==> config.mk <==
export PLATFORM = sky130hd
export DESIGN_NAME = base64_stream_decoder
export DESIGN_NICKNAME = d
export VERILOG_FILES = /design/src/hw/rtl/b64d_pkg.sv /design/src/hw/rtl/b64d_front.sv /design/src/hw/rtl/b64d_queue.sv /design/src/hw/rtl/b64d_back.sv /design/src/hw/rtl/base64_stream_decoder.sv
export VERILOG_INCLUDE_DIRS = /design/src /design/src/hw/rtl
export SDC_FILE = /design/constraint.sdc
export NUM_CORES = 1
export LEC_CHECK = 0
export ABC_CLOCK_PERIOD_IN_PS = 6100
export BUFFER_PORTS_ARGS = -buffer_cell sky130_fd_sc_hd__buf_2
export CORE_MARGIN = 1.5
export CORE_UTILIZATION = 25
export DETAILED_ROUTE_END_ITERATION = 8
export PLACE_DENSITY = 0.48
export SLEW_MARGIN = 15
export SYNTH_ARGS = -nofsm -noshare
export SYNTH_HDL_FRONTEND = slang
export SYNTH_SLANG_ARGS = --single-unit
export TNS_END_PERCENT = 50
==> constraint.sdc <==
create_clock -name clk_i -period 6.1 [get_ports clk_i]
set_input_delay 1.22 -clock clk_i [delete_from_list [all_inputs] [get_ports clk_i]]
set_output_delay 1.22 -clock clk_i [all_outputs]
set_load 0.02 [all_outputs]
==> src/hw/rtl/base64_stream_decoder_assert.svh <==
// assertion macros for the base64 stream decoder
// no dependencies; taken in by the top level
`ifndef BASE64_STREAM_DECODER_ASSERT_SVH
`define BASE64_STREAM_DECODER_ASSERT_SVH

// same-cycle implication, disabled while in reset
`define B64D_ASSERT_IMPLY(label, clk, rst_n, ante, cons, msg) \
  label: assert property (@(posedge clk) disable iff (!rst_n) (ante) |-> (cons)) \
    else $error(msg);

// next-cycle implication, disabled while in reset
`define B64D_ASSERT_NEXT(label, clk, rst_n, ante, cons, msg) \
  label: assert property (@(posedge clk) disable iff (!rst_n) (ante) |=> (cons)) \
    else $error(msg);

`endif

==> src/hw/rtl/b64d_pkg.sv <==
// shared types, codes and the character lookup of the base64 stream decoder
// no dependencies
package b64d_pkg;

  localparam int unsigned QUEUE_DEPTH = 4;
  localparam logic [23:0] MAX_BYTES_RESET = 24'h100000;

  typedef enum logic [2:0] {
    ST_OK             = 3'd0,
    ST_BAD_CHAR       = 3'd1,
    ST_DATA_AFTER_PAD = 3'd2,
    ST_BAD_PAD_POS    = 3'd3,
    ST_BAD_LENGTH     = 3'd4,
    ST_EMPTY_OR_LONG  = 3'd5
  } status_e;

  typedef enum logic {
    KIND_DATA   = 1'b0,
    KIND_STATUS = 1'b1
  } kind_e;

  localparam logic [7:0] CHAR_PAD = 8'h3D;

  typedef struct packed {
    logic [7:0] char_in;
    logic       is_final;
  } in_word_t;

  typedef struct packed {
    logic       item_kind;
    logic [7:0] data_byte;
    logic [2:0] status_code;
    logic [23:0] byte_count;
    logic       run_last;
  } out_word_t;

  // one record per input character that yields results
  typedef struct packed {
    logic [7:0]  b0;
    logic [7:0]  b1;
    logic [7:0]  b2;
    logic [1:0]  nbytes;
    logic        has_status;
    status_e     status;
    logic [23:0] count;
  } rec_t;

  typedef struct packed {
    logic push;
    rec_t rec;
  } q_wr_t;

  typedef struct packed {
    logic full;
    logic empty;
  } q_stat_t;

  // bit 6 set when the character is outside the alphabet
  function automatic logic [6:0] sextet_of(input logic [7:0] c);
    logic [6:0] r;
    r = 7'd64;
    if (c >= 8'h41 && c <= 8'h5A) r = 7'(c - 8'h41);
    else if (c >= 8'h61 && c <= 8'h7A) r = 7'(c - 8'h47);
    else if (c >= 8'h30 && c <= 8'h39) r = 7'(c + 8'd4);
    else if (c == 8'h2B) r = 7'd62;
    else if (c == 8'h2F) r = 7'd63;
    return r;
  endfunction

endpackage

==> src/hw/rtl/b64d_front.sv <==
// front end: classifies each character, assembles groups, tracks errors
// depends on b64d_pkg
module b64d_front (
  input  logic               clk_i,
  input  logic               rst_ni,
  input  logic               accept_i,
  input  b64d_pkg::in_word_t in_word_i,
  input  logic [23:0]        max_bytes_i,
  output b64d_pkg::q_wr_t    q_wr_o
);
  import b64d_pkg::*;

  logic [17:0] hold_q, hold_d;
  logic [1:0]  pos_q, pos_d;
  logic [1:0]  mask_q, mask_d;
  logic        pad_seen_q, pad_seen_d;
  logic [2:0]  pad_total_q, pad_total_d;
  status_e     err_q, err_d;
  logic [23:0] bytes_q, bytes_d;

  logic        blank, pad, go;
  logic [6:0]  sx;
  logic [5:0]  v;
  logic [1:0]  n;
  logic [24:0] sum;
  status_e     fin_err;
  logic [23:0] count;

  always_comb begin
    blank = in_word_i.char_in inside {8'h20, [8'h09:8'h0D]};
    pad   = (in_word_i.char_in == CHAR_PAD);
    sx    = sextet_of(in_word_i.char_in);
    v     = pad ? 6'd0 : sx[5:0];

    hold_d      = hold_q;
    pos_d       = pos_q;
    mask_d      = mask_q;
    pad_seen_d  = pad_seen_q;
    pad_total_d = pad_total_q;
    err_d       = err_q;
    bytes_d     = bytes_q;
    n           = 2'd0;
    go          = 1'b0;
    sum         = '0;
    fin_err     = ST_OK;
    count       = '0;

    if (accept_i && !blank && err_q == ST_OK) begin
      go = 1'b1;
      if (pad) begin
        pad_total_d = (pad_total_q == 3'd7) ? 3'd7 : pad_total_q + 3'd1;
        pad_seen_d  = 1'b1;
        if (pad_total_d > 3'd2) begin
          err_d = ST_BAD_LENGTH;
          go    = 1'b0;
        end
      end else if (pad_seen_q) begin
        err_d = ST_DATA_AFTER_PAD;
        go    = 1'b0;
      end else if (sx[6]) begin
        err_d = ST_BAD_CHAR;
        go    = 1'b0;
      end

      if (go) begin
        case (pos_q)
          2'd0: begin
            hold_d = {v, 12'd0};
            if (pad) mask_d = mask_q | 2'b01;
            pos_d = 2'd1;
          end
          2'd1: begin
            hold_d = {hold_q[17:12], v, 6'd0};
            if (pad) mask_d = mask_q | 2'b01;
            pos_d = 2'd2;
          end
          2'd2: begin
            hold_d = {hold_q[17:6], v};
            if (pad) mask_d = mask_q | 2'b10;
            pos_d = 2'd3;
          end
          default: begin
            // group complete
            pos_d  = 2'd0;
            mask_d = 2'b00;
            if (mask_q[0]) begin
              err_d = ST_BAD_PAD_POS;
            end else if (mask_q[1] && !pad) begin
              err_d = ST_BAD_LENGTH;
            end else begin
              n   = mask_q[1] ? 2'd1 : (pad ? 2'd2 : 2'd3);
              sum = {1'b0, bytes_q} + 25'(n);
              if (sum > {1'b0, max_bytes_i}) begin
                err_d = ST_EMPTY_OR_LONG;
                n     = 2'd0;
              end else begin
                bytes_d = sum[23:0];
              end
            end
          end
        endcase
      end
    end

    if (accept_i && in_word_i.is_final) begin
      fin_err = err_d;
      if (err_d == ST_OK) begin
        if (pos_d != 2'd0) fin_err = ST_BAD_LENGTH;
        else if (bytes_d == 24'd0) fin_err = ST_EMPTY_OR_LONG;
      end
      count       = bytes_d;
      hold_d      = '0;
      pos_d       = '0;
      mask_d      = '0;
      pad_seen_d  = 1'b0;
      pad_total_d = '0;
      err_d       = ST_OK;
      bytes_d     = '0;
    end

    q_wr_o.push           = accept_i && (n != 2'd0 || in_word_i.is_final);
    q_wr_o.rec.b0         = {hold_q[17:12], hold_q[11:10]};
    q_wr_o.rec.b1         = {hold_q[9:6], hold_q[5:2]};
    q_wr_o.rec.b2         = {hold_q[1:0], v};
    q_wr_o.rec.nbytes     = n;
    q_wr_o.rec.has_status = in_word_i.is_final;
    q_wr_o.rec.status     = fin_err;
    q_wr_o.rec.count      = count;
  end

  always_ff @(posedge clk_i or negedge rst_ni) begin
    if (!rst_ni) begin
      hold_q      <= '0;
      pos_q       <= '0;
      mask_q      <= '0;
      pad_seen_q  <= 1'b0;
      pad_total_q <= '0;
      err_q       <= ST_OK;
      bytes_q     <= '0;
    end else begin
      hold_q      <= hold_d;
      pos_q       <= pos_d;
      mask_q      <= mask_d;
      pad_seen_q  <= pad_seen_d;
      pad_total_q <= pad_total_d;
      err_q       <= err_d;
      bytes_q     <= bytes_d;
    end
  end

endmodule

==> src/hw/rtl/b64d_queue.sv <==
// record queue between front and back end
// depends on b64d_pkg
module b64d_queue #(
  parameter int unsigned Depth = b64d_pkg::QUEUE_DEPTH
) (
  input  logic             clk_i,
  input  logic             rst_ni,
  input  b64d_pkg::q_wr_t  q_wr_i,
  input  logic             pop_i,
  output b64d_pkg::rec_t   head_o,
  output b64d_pkg::q_stat_t stat_o
);
  import b64d_pkg::*;

  localparam int unsigned PtrW = (Depth > 1) ? $clog2(Depth) : 1;
  localparam int unsigned CntW = $clog2(Depth + 1);

  rec_t            mem_q [Depth];
  logic [PtrW-1:0] wr_ptr_q, wr_ptr_d, rd_ptr_q, rd_ptr_d;
  logic [CntW-1:0] cnt_q, cnt_d;
  logic            do_push, do_pop;

  always_comb begin
    do_push  = q_wr_i.push && (cnt_q != CntW'(Depth));
    do_pop   = pop_i && (cnt_q != '0);
    wr_ptr_d = wr_ptr_q;
    rd_ptr_d = rd_ptr_q;
    cnt_d    = cnt_q;
    if (do_push) wr_ptr_d = (wr_ptr_q == PtrW'(Depth - 1)) ? '0 : wr_ptr_q + PtrW'(1);
    if (do_pop)  rd_ptr_d = (rd_ptr_q == PtrW'(Depth - 1)) ? '0 : rd_ptr_q + PtrW'(1);
    if (do_push && !do_pop) cnt_d = cnt_q + CntW'(1);
    else if (do_pop && !do_push) cnt_d = cnt_q - CntW'(1);
  end

  always_ff @(posedge clk_i) begin
    if (do_push) mem_q[wr_ptr_q] <= q_wr_i.rec;
  end

  always_ff @(posedge clk_i or negedge rst_ni) begin
    if (!rst_ni) begin
      wr_ptr_q <= '0;
      rd_ptr_q <= '0;
      cnt_q    <= '0;
    end else begin
      wr_ptr_q <= wr_ptr_d;
      rd_ptr_q <= rd_ptr_d;
      cnt_q    <= cnt_d;
    end
  end

  assign head_o       = mem_q[rd_ptr_q];
  assign stat_o.full  = (cnt_q == CntW'(Depth));
  assign stat_o.empty = (cnt_q == '0);

endmodule

==> src/hw/rtl/b64d_back.sv <==
// back end: unpacks one record into data and status words
// depends on b64d_pkg
module b64d_back (
  input  logic                clk_i,
  input  logic                rst_ni,
  input  b64d_pkg::rec_t      head_i,
  input  b64d_pkg::q_stat_t   q_stat_i,
  output logic                q_pop_o,
  input  logic                pop,
  output logic                empty,
  output b64d_pkg::out_word_t out_word_o
);
  import b64d_pkg::*;

  rec_t       rec_q, rec_d;
  logic       valid_q, valid_d;
  logic [1:0] idx_q, idx_d;
  logic       is_data, last, taken, load;

  always_comb begin
    is_data = (idx_q < rec_q.nbytes);
    last    = is_data ? (idx_q == rec_q.nbytes - 2'd1) && !rec_q.has_status : 1'b1;
    taken   = pop && valid_q;
    load    = !valid_q || (taken && last);
    q_pop_o = load && !q_stat_i.empty;

    rec_d   = rec_q;
    valid_d = valid_q;
    idx_d   = idx_q;
    if (load) begin
      valid_d = !q_stat_i.empty;
      rec_d   = head_i;
      idx_d   = 2'd0;
    end else if (taken) begin
      idx_d = idx_q + 2'd1;
    end

    out_word_o.item_kind   = is_data ? KIND_DATA : KIND_STATUS;
    out_word_o.status_code = is_data ? ST_OK : rec_q.status;
    out_word_o.byte_count  = is_data ? 24'd0 : rec_q.count;
    out_word_o.run_last    = last;
    case (idx_q)
      2'd0:    out_word_o.data_byte = rec_q.b0;
      2'd1:    out_word_o.data_byte = rec_q.b1;
      default: out_word_o.data_byte = rec_q.b2;
    endcase
    if (!is_data) out_word_o.data_byte = 8'd0;
  end

  always_ff @(posedge clk_i) begin
    rec_q <= rec_d;
  end

  always_ff @(posedge clk_i or negedge rst_ni) begin
    if (!rst_ni) begin
      valid_q <= 1'b0;
      idx_q   <= '0;
    end else begin
      valid_q <= valid_d;
      idx_q   <= idx_d;
    end
  end

  assign empty = !valid_q;

endmodule

==> src/hw/rtl/base64_stream_decoder.sv <==
// top level of the base64 stream decoder: front end, record queue, back end
// depends on b64d_pkg, b64d_front, b64d_queue, b64d_back and the assertion header
//
// channel   | direction | handshake        | word
// ----------+-----------+------------------+---------------------------------------
// input     | in        | push / full      | char_in, is_final
// result    | out       | pop / empty      | item_kind, data_byte, status_code,
//           |           |                  |   byte_count, run_last
// config    | in        | cfg_we_i         | max_decoded_bytes (24 bit)
//
// one character is taken every cycle while full is low; one result word leaves
// every cycle while pop is high and empty is low, a record unpacking into up to four words
// a result reaches the ports through the queue entry written at the edge that takes its
// character, then the back end record register
// full rises once QueueDepth records wait; only a character that closes a group or
// carries the final flag takes an entry; reset clears payload state, limit 1048576
`include "base64_stream_decoder_assert.svh"

module base64_stream_decoder #(
  parameter int unsigned QueueDepth = b64d_pkg::QUEUE_DEPTH
) (
  input  logic                clk_i,
  input  logic                rst_ni,
  input  logic                push,
  output logic                full,
  input  b64d_pkg::in_word_t  in_word_i,
  input  logic                pop,
  output logic                empty,
  output b64d_pkg::out_word_t out_word_o,
  input  logic                cfg_we_i,
  input  logic [23:0]         cfg_wdata_i
);
  import b64d_pkg::*;

  logic [23:0] max_bytes_q;
  logic        accept;
  q_wr_t       q_wr;
  q_stat_t     q_stat;
  rec_t        head;
  logic        q_pop;
  logic        ok_status;
  logic        ok_shape;

  // byte limit register; the user is to write it only between payloads, which the block itself leaves unchecked
  always_ff @(posedge clk_i or negedge rst_ni) begin
    if (!rst_ni) begin
      max_bytes_q <= MAX_BYTES_RESET;
    end else if (cfg_we_i) begin
      max_bytes_q <= cfg_wdata_i;
    end
  end

  // a character is taken whenever the queue has room
  assign full   = q_stat.full;
  assign accept = push && !q_stat.full;

  b64d_front u_front (
    .clk_i       (clk_i),
    .rst_ni      (rst_ni),
    .accept_i    (accept),
    .in_word_i   (in_word_i),
    .max_bytes_i (max_bytes_q),
    .q_wr_o      (q_wr)
  );

  b64d_queue #(
    .Depth (QueueDepth)
  ) u_queue (
    .clk_i  (clk_i),
    .rst_ni (rst_ni),
    .q_wr_i (q_wr),
    .pop_i  (q_pop),
    .head_o (head),
    .stat_o (q_stat)
  );

  b64d_back u_back (
    .clk_i      (clk_i),
    .rst_ni     (rst_ni),
    .head_i     (head),
    .q_stat_i   (q_stat),
    .q_pop_o    (q_pop),
    .pop        (pop),
    .empty      (empty),
    .out_word_o (out_word_o)
  );

  // a waiting ok status word, and what it must look like
  assign ok_status = !empty && out_word_o.item_kind == KIND_STATUS
                     && out_word_o.status_code == ST_OK;
  assign ok_shape  = out_word_o.byte_count != 24'd0 && out_word_o.run_last;

  // the front end never writes into a full queue
  `B64D_ASSERT_IMPLY(a_no_overflow, clk_i, rst_ni, q_wr.push, !q_stat.full, "push into full queue")

  // while a record waits in the queue, the result register holds a record in the next cycle
  `B64D_ASSERT_NEXT(a_queue_drains, clk_i, rst_ni, !q_stat.empty, !empty, "record not loaded")

  // a good status always reports at least one byte and ends its run
  `B64D_ASSERT_IMPLY(a_ok_has_bytes, clk_i, rst_ni, ok_status, ok_shape, "ok status without bytes")

endmodule
* Word-level counts from Yosys, hierarchy flattened *
Memory sizes are Yosys's and may differ from the RTL's. A register that Yosys moved wholly into a read port is not among the register bits.
Cells that the tools add are included.

cells by class
  equality and inequality tests = 18
  reductions and logical operators = 54
  muxes and demuxes = 77
  add/sub/neg operators = 11
  magnitude comparators = 11

operator list
  kind                                                             number
  two-way mux 24 bit                                               9
  two-way mux 3 bit                                                22
  two-way mux 18 bit                                               3
  case mux 18 bit (3 select lines)                                 1
  two-way mux 2 bit                                                18
  two-way mux 7 bit                                                5
  equality test 8 x 6 -> 1 bit (second input constant)             4
  adder 24 x 2 -> 25 bit                                           1
  > comparator 25 x 24 -> 1 bit                                    1
  zero test 24 bit                                                 1
  logical AND 1 bit                                                18
  nonzero test 2 bit                                               9
  >= comparator 8 x 7 -> 1 bit (second input constant)             2
  less-or-equal comparator 8 x 7 -> 1 bit (second input constant)  2
  case mux 8 bit (2 select lines)                                  1
  two-way mux 1 bit                                                14
  subtractor 7 bit (second input constant)                         2
  AND reduction 4 bit                                              3
  zero test 3 bit                                                  3
  >= comparator 8 x 4 -> 1 bit (second input constant)             1
  >= comparator 8 x 6 -> 1 bit (second input constant)             1
  less-or-equal comparator 8 x 4 -> 1 bit (second input constant)  1
  less-or-equal comparator 8 x 6 -> 1 bit (second input constant)  1
  zero test 1 bit                                                  8
  27 further kinds                                                 40

word-level totals
  output and inout port bits = 39
  memories kept = 1
  word-level logic and storage cells = 188
  input port bits = 38
  bits in writable memories = 216
  register bits after elaboration = 87

memories
  memory         words  bits a word  read ports  clocked after memory_dff  wr ports  RTL line          source
  u_queue.mem_q  4      54           1           1                         1         b64d_queue.sv:18  rec_t mem_q [Depth];

* Depth between registers and ports, before layout *
Gate-level depths: netlist of run 1.

  word-level depth = 20
  depth in mapped cells = 30
  depth with buffers taken out = 28

* Cells and area by module *
Synthesis of run 1 repeated with hierarchy kept, for this count alone.

unflattened totals
  cells, all modules = 1146
  area, all modules = 16379.5 µm²

modules (own cells, without submodules)
  module                 times used  cells each  area an instance (µm²)
  b64d_queue             1           319         8236.6
  b64d_front             1           633         4895.9
  b64d_back              1           142         2242.2
  base64_stream_decoder  1           52          1004.7

* Worst setup path after synthesis of run 1 *
Ideal clock, no wire load.

  path kind = input port to flip-flop
  start = input in_word_i[3] (netlist name)
  end = memory u_queue.mem_q[0][0] (netlist name), enable pin
  slack = -1.193 ns
  arrival time = 6.875 ns
  buffers on the path = 3
  stages = 25
  library setup time = 0.417 ns
  data required time = 5.683 ns
  cells stage by stage = ha_1 > clkbuf_1 > nand2_1 > nor2_1 > nand2_1 > ha_1 > inv_1 > fa_1 > and4b_1 > nand2_1 > or3_1 > clkbuf_1 > nor2_1 > xnor2_1 > inv_1 > ha_1 > nand3_1 > nor4_1 > nand3_1 > nor3_1 > a21oi_2 > nor3_1 > buf_4 > o21a_1 > and2_1

on the way
  word-level cells in the longest chain between the ends = 18

ends and longest elaborated chain
  what                                                             RTL line                     source
  from (decl)                                                      base64_stream_decoder.sv:26  input b64d_pkg::in_word_t in_word_i,
  branches (longest 11 deep; another with adder 24 x 2 -> 25 bit)  --
  two-way mux 2 bit *                                              b64d_front.sv:48             if (accept_i && !blank && err_q == ST_OK) begin
  nonzero test 2 bit *                                             b64d_front.sv:121            q_wr_o.push = accept_i && (n != 2'd0 || in_word_i.is_final);
  logical OR 1 bit *                                               b64d_front.sv:121
  logical AND 1 bit *                                              b64d_front.sv:121
  logical AND 1 bit *                                              b64d_queue.sv:24             do_push = q_wr_i.push && (cnt_q != CntW'(Depth));
  named net u_queue.do_push                                        b64d_queue.sv:21             logic do_push, do_pop;
  two-way mux 1 bit *                                              b64d_queue.sv:36             if (do_push) mem_q[wr_ptr_q] <= q_wr_i.rec;
  two-way mux 1 bit (not written as such) *                        b64d_queue.sv:36
  to (decl)                                                        b64d_queue.sv:18

Mark *: on every way through the listed nets, which the timed path passes. The select of a mux whose other input is x is not followed.

* Worst setup path in the final report of run 1 *
  start = input in_word_i[2] (netlist name)
  end = register u_queue.cnt_q[1]

RTL lines
  what                                                             RTL line           source
  branches (longest 11 deep; another with adder 24 x 2 -> 25 bit)  --
  two-way mux 2 bit *                                              b64d_front.sv:48
  nonzero test 2 bit *                                             b64d_front.sv:121
  logical OR 1 bit *                                               b64d_front.sv:121
  logical AND 1 bit *                                              b64d_front.sv:121
  logical AND 1 bit *                                              b64d_queue.sv:24
  named net u_queue.do_push                                        b64d_queue.sv:21
  logical AND 1 bit *                                              b64d_queue.sv:31   if (do_push && !do_pop) cnt_d = cnt_q + CntW'(1);
  two-way mux 3 bit *                                              b64d_queue.sv:31
  named net u_queue.cnt_d[1]                                       b64d_queue.sv:20   logic [CntW-1:0] cnt_q, cnt_d;
  to (signal assigned)                                             b64d_queue.sv:47   cnt_q <= cnt_d;
  to (decl)                                                        b64d_queue.sv:20

Marks and branches as above.
A chain may end at the register's enable or synchronous reset.

==> impl_results.md, run 1 <==
- Status: complete, no violations
- Total CTS buffers: 38
- First-pass GRT wire length: 59700 um
- Dpl ws: -429.6 ps
- HP Class: reg -> reg
- Post-synthesis net count: 1254
- Setup violators final: 0
- Cell internal pwr: 5.344 mW
- Final worst slack: 221.0 ps
- Post-Synth Adder-Cell Area: 4.146%
- Post_cts resized: 0
- Worst EP required: 6520 ps
- Die H: 256.4 um
- CTS sink count: 357
- Compound-Gate Fraction of Synth Area: 6.663%
- Measured slew at the worst slew-check pin: 926.4 ps
- Post-route clock period utilization: 96.38%
- Fmax: 0.1701 GHz
- Flops & latches, synth: 357
- Seq/Total Area, Yosys: 64.06%
- CTS root buf: clkbuf_16
- Final hold vios: 0
- Area grow syn2layout: 20.63%
- Commonest non-fill, non-tap cells in the layout: edfxtp_1, nor2_1, nand2_1
- Synthesized area: 16060 um^2
- CP bufs+invs: 7
- Ports: 77
- Clock latency on the worst-skew pair: 530 ps
- Fraction of layout cells with a size suffix above 1: 24.11%
- # port buffers: 76
- Row count: 92
- 1st-iter DRT viols: 490
- Simple-Gate Fraction of Synth Area: 10.92%
- Max_cap viols: 0
- Post-Synthesis Mean Instance Area: 13.79 um^2
- FFs w/ async S/R, synth: 24.37%
- Sw Ratio: 30.60%
- Core area: 63310 um^2
- Main combinational cell family by area after synthesis: simple AND/OR/NAND/NOR gates
- Final Max Tran Viols: 0
- Crit-path max cell delay: 440 ps
- Via count: 9653
- Seq pwr share: 44.5%
- Max FO, Critical Path: 4
- Setup crit end kind: flop
- Peak supply drop: 0.2510 mV
- Tot GR Track Use: 11.62%
- Hold-fix buffers, CTS: 0
- Drt pass-1 iters: 5
- Number of synthesized flops with an enable pin: 270
- Most common cell after layout, fill and taps aside: edfxtp_1
- Startpoint Class: input port
- Logic gate share of total power: 25.3%
- Initial antenna violation count: 1
- H-tree depth: 2
- Yosys warns: 0
- Starting Density: 25.36%
- Flop-to-flop setup slack: 720 ps
- Largest net degree at the start of global routing: 57
- Relative slew margins: 37.95%
- Die Width: 256.4 um
- Detailed placer's ending HPWL: 26460 um
- Crit path max-delay family: simple AND/OR/NAND/NOR gates
- Drc violations: 0
- Final wirelength: 38490 um
- Post-DRT Antenna Nets: 0
- Minimum clock period: 5879 ps
- Switching power total: 2.356 mW
- Worst hold slack: 483.1 ps
- Tot Pwr: 7.700 mW
- CTS Buffer Depth: 3
- Filler cells: 6403
- Crit Path Class: in -> reg
- CP arrival: 6300 ps
- Post-synthesis cell type count: 79
- Final net count: 1389
- Clk slew on worst S/H paths: 60 ps
- Synth Area in XOR/XNOR: 2.836%
- Avg Vias per Cell: 4.438
- CTS tree: done
- PD cells: 397.5 nW/um^2
- Synth Instances: 1164
- Die Area: 65760 um^2
- Main flop type after synthesis: edfxtp_1
- Routed wire length per instance: 17.70 um
- Post-CTS setup buffer count: 0
- Clock Skews: 15.09 ps
- LEAKAGE: 7.212 nW
- Clock Power Share: 30.3%
- Vias in the first global route: 10058
- Gp weighted congestion: 0.8562
- Total grt overflow: 0
- Mux contribution to synthesized area: 8.182%
- CP max stage cell: or3_1
-- area by class of cell --
class / count / area, um^2 / area share (%)
well taps: 846 / 1059 / 5.465
inverters: 64 / 240.2 / 1.240
diodes: 2 / 5.005 / 0.02584
multi-input cells: 684 / 5418 / 27.97
clock inverters: 16 / 183.9 / 0.9496
flip-flops and latches: 357 / 10290 / 53.14
repair buffers: 154 / 1085 / 5.600
clock buffers: 52 / 1086 / 5.607
-- kinds of logic (layout without fill, tap and decap cells) --
logic type | after synthesis | in the layout
AO/OA/AOI/OAI | 162 | 162
XOR/XNOR | 52 | 52
adder cells (fa/ha/maj) | 52 | 52
buffers and inverters | 123 | 286
flip-flops | 357 | 357
multiplexers | 63 | 63
other | 0 | 2
AND/OR/NAND/NOR | 355 | 355
-- path summary, 6_finish.rpt --
path / from / to / cells after the start
min reg2reg: u_queue.cnt_q[2] / u_queue.cnt_q[2] / 1
max in group asynchronous: rst_ni / u_queue.rd_ptr_q[0] / 2
min: u_queue.cnt_q[2] / u_queue.cnt_q[2] / 1
min in group asynchronous: rst_ni / max_bytes_q[2] / 1
max: in_word_i[2] / u_queue.cnt_q[1] / 29
max reg2reg: u_front.mask_q[1] / u_queue.cnt_q[1] / 25
-- synthesized netlist by cell type, types with 19 or more instances --
cell | n | share of area (%)
nand2_1 | 104 | 2.4
xnor2_1 | 33 | 1.8
inv_1 | 63 | 1.5
and2_1 | 36 | 1.4
edfxtp_1 | 270 | 50
mux4_2 | 54 | 7.6
o21ai_0 | 47 | 1.5
nor2_1 | 105 | 2.5
dfrtp_1 | 86 | 13
ha_1 | 50 | 3.9
xor2_1 | 19 | 1.0
clkbuf_1 | 36 | 0.84
a21oi_1 | 38 | 1.2
-- state kept, by name, indices dropped and copies added (netlist names) --
register	flops
u_queue.mem_q	216
u_back.rec_q	54
max_bytes_q	24
u_front.bytes_q	24
u_front.hold_q	18
u_front.err_q	3
u_front.pad_total_q	3
u_queue.cnt_q	3
u_back.idx_q	2
u_front.mask_q	2
u_front.pos_q	2
u_queue.rd_ptr_q	2
u_queue.wr_ptr_q	2
u_back.valid_q	1
u_front.pad_seen_q	1
-- power by group through the flow --
stage | Clock [mW] | Sequential [mW] | Combinational (mW)
after floorplan | 0 | 3.29 | 1.43
after CTS | 2.39 | 3.44 | 2.00
final | 2.33 | 3.42 | 1.95
after detailed placement | 0 | 3.49 | 2.00
after global routing | 2.48 | 3.48 | 2.14
after global placement | 0 | 3.48 | 1.98
-- metrics by stage --
step / TNS (ps) / utilization (%) / std cells / instance area [um^2]
6_report: 0 / 30.59 / 2175 / 19370
5_1_grt: -13.89 / 30.59 / 2173 / 19360
4_1_cts: 0 / 30.49 / 2173 / 19310
3_5_place_dp: -67090 / 28.49 / 2105 / 18040
3_3_place_gp: -37020 / 28.49 / 2105 / 18040
2_1_floorplan: -66.37 / - / 1164 / 16160
-- layer usage --
layer / vias to the layer above / routed length (um) / global-route usage, % / share of wire (%)
met3: 39 / 1320 / 1.631 / 3.4
met2: 171 / 18130 / 19.14 / 47
met5: - / 0 / 0 / 0
li1: 4564 / - / - / -
met4: 0 / 616 / 2.729 / 1.6
met1: 4879 / 18420 / 16.16 / 48
No activity file was read; power rests on OpenSTA's default activity.
==> run 2, diff against run 1 <==
==> constraint.sdc (replaced) <==
create_clock -name clk_i -period 6.1 [get_ports clk_i]
set_input_delay 0.915 -clock clk_i [delete_from_list [all_inputs] [get_ports clk_i]]
set_output_delay 0.915 -clock clk_i [all_outputs]
set_load 0.02 [all_outputs]
==> impl_results.md, run 2 (same netlist as run 1, synthesis figures left out) <==
- Peak supply drop: 0.2227 mV (-11%)
- Vias in the first global route: 9980 (-0.78%)
- Total grt overflow: 0 (unchanged)
- Starting Density: 25.36% (unchanged)
- H-tree depth: 2 (unchanged)
- Most common cell after layout, fill and taps aside: edfxtp_1
- Worst EP required: 6480 ps (-40 ps)
- Drc violations: 0 (unchanged)
- Setup crit end kind: flop
- Commonest non-fill, non-tap cells in the layout: edfxtp_1, nor2_1, nand2_1
- Drt pass-1 iters: 4 (-1)
- LEAKAGE: 7.048 nW (-2.3%)
- Die Width: 256.4 um (unchanged)
- Worst hold slack: 364.5 ps (-118.6 ps)
- Final worst slack: 465.6 ps (+244.7 ps)
- CP bufs+invs: 3 (-4)
- Biggest register: u_queue.mem_q
- HP Class: in -> async
- 1st-iter DRT viols: 533 (+8.8%)
- Die H: 256.4 um (unchanged)
- DR WL met2: 17860 um (-1.5%)
- Die Area: 65760 um^2 (unchanged)
- Cell Count, Final, Fillers Out: 2150 (-1.1%)
- Wire length on met3: 1303 um (-1.3%)
- Final hold vios: 0 (unchanged)
- Crit-path max cell delay: 600 ps (+160 ps)
- Crit path max-delay family: simple AND/OR/NAND/NOR gates
- Fmax: 0.1775 GHz (+4.3%)
- CTS Buffer Depth: 3 (unchanged)
- Tot Pwr: 7.662 mW (-0.50%)
- Final Max Tran Viols: 0 (unchanged)
- Ports: 77 (unchanged)
- Post_cts resized: 0 (unchanged)
- Gp weighted congestion: 0.8295 (-3.1%)
- CP arrival: 6020 ps (-280 ps)
- Total CTS buffers: 39 (+2.6%)
- Post-DRT Antenna Nets: 0 (unchanged)
- Filler cells: 6409 (+0.094%)
- CP Cell Sequence: buf_2 -> ha_1 -> nand2_1 -> nor2_1 -> nand2_1 -> ha_1 -> inv_1 -> fa_2 -> and4b_1 -> nand4_1 -> or4_1 -> xnor2_1 -> ha_1 -> nand4_1 -> nor4_2 -> nand3_1 -> nor3_2 -> a21oi_2 -> nor3_2 -> buf_4 -> a41o_1 -> nand4b_1 -> nor4_2 -> a31o_1
- PD cells: 402.9 nW/um^2 (+1.4%)
- Max FO, Critical Path: 10 (+6)
- Largest net degree at the start of global routing: 57 (unchanged)
- Startpoint Class: input port
- CTS tree: done
- First-pass GRT wire length: 60540 um (+1.4%)
- Max reg flops: 216 (unchanged)
- Core area: 63310 um^2 (unchanged)
- RSZ-0062 raised after global routing: no
- Crit Path Class: in -> reg
- Top Layer Used: met4
- Avg Vias per Cell: 4.449 (+0.25%)
- Initial antenna violation count: 0 (-1)
- Antenna diode count: 0 (-2)
- Area grow syn2layout: 18.42%
- Post-route clock period utilization: 92.37% (-4.0 points)
- Row count: 92 (unchanged)
- CTS sink count: 357 (unchanged)
- Clock latency on the worst-skew pair: 550 ps (+20 ps)
- Routed wire length per instance: 18.19 um (+2.8%)
- Status: complete, no violations
- Minimum clock period: 5634 ps (-244.7 ps)
- Setup violators final: 0 (unchanged)
- Clk slew on worst S/H paths: 70 ps (about the same)
- Most used cell, CP: ha_1
- Measured slew at the worst slew-check pin: 940.2 ps (+13.76 ps)
- Max_cap viols: 0 (unchanged)
- Routed metal-1 wire length: 19260 um (+4.5%)
- Tot GR Track Use: 11.95% (+0.33 points)
- Final net count: 1363 (-1.9%)
- CP max stage cell: or4_1
- Clock Skews: 13.90 ps (-1.185 ps)
- Via count: 9566 (-0.90%)
- Biggest registers after layout: u_queue.mem_q (216), u_back.rec_q (54)
- Final wirelength: 39110 um (+1.6%)
- Detailed placer's ending HPWL: 26630 um (+0.65%)
- Relative slew margins: 36.66% (-1.3 points)
- Hold-fix buffers, CTS: 0 (unchanged)
- Post-CTS setup buffer count: 0 (unchanged)
- Placed Instances: 2078 (-1.3%)
- Fin Setup TNS: 0 ps (unchanged)
- Fraction of layout cells with a size suffix above 1: 21.24% (-2.9 points)
- Dpl ws: -167.0 ps (+262.6 ps)
- CTS root buf: clkbuf_16
- # port buffers: 76 (unchanged)
==> run 2: final timing paths <==
check / startpoint / endpoint / slack [ps] / cells after the start
setup / recovery: in_word_i[3] / u_queue.mem_q[0][24] / 470 / 24
setup reg to reg: u_front.mask_q[1] / u_queue.mem_q[0][24] / 750 / 21
min in group clk_i: u_queue.cnt_q[2] / u_queue.cnt_q[2] / 500 / 1
hold reg to reg: u_queue.cnt_q[2] / u_queue.cnt_q[2] / 500 / 1
hold / removal: rst_ni / u_front.bytes_q[10] / 360 / 1
max in group asynchronous: rst_ni / max_bytes_q[9] / 4620 / 2
==> run 2: final cells by class <==
class | count | area (um^2) | area share (%)
flip-flops and latches | 357 | 10290 | 54.14
multi-input cells | 684 | 5295 | 27.85
clock buffers | 50 | 1059 | 5.567
well taps | 846 | 1059 | 5.567
repair buffers | 127 | 865.8 | 4.554
inverters | 64 | 240.2 | 1.263
clock inverters | 22 | 202.7 | 1.066
==> run 2: worst reg2reg max path, cell delays in order (launching register included) <==
cell      delay (ps)
dfrtp_1          450
inv_1            140
nand2_1           80
ha_1             160
inv_1             60
fa_2             330
and4b_1          330
nand4_1          160
or4_1            600
xnor2_1          170
ha_1             310
nand4_1          150
nor4_2           360
nand3_1          180
nor3_2           190
a21oi_2          100
nor3_2           250
buf_4            230
a41o_1           200
nand4b_1         100
nor4_2           370
a31o_1           270
==> run 2: layer usage <==
metal	up-vias	GRT usage [%]
met1	4852	17.10
met3	47	1.839
met2	154	18.78
met4	0	3.252
met5	-	0
li1	4513	-
==> run 2: through the flow <==
stage                     cell area [um^2]  utilization, %
after floorplan                      16090               -
after global placement               17750           28.04
after detailed placement             17750           28.04
after CTS                            19010           30.03
after global routing                 19010           30.03
final                                19010           30.03
==> run 2: power breakdown <==
part	switching, mW	leakage (nW)	total, mW	internal [mW]
sequential	0.282	3.69	3.44	3.16
clock	0.976	0.620	2.34	1.36
combinational	1.11	2.73	1.88	0.778
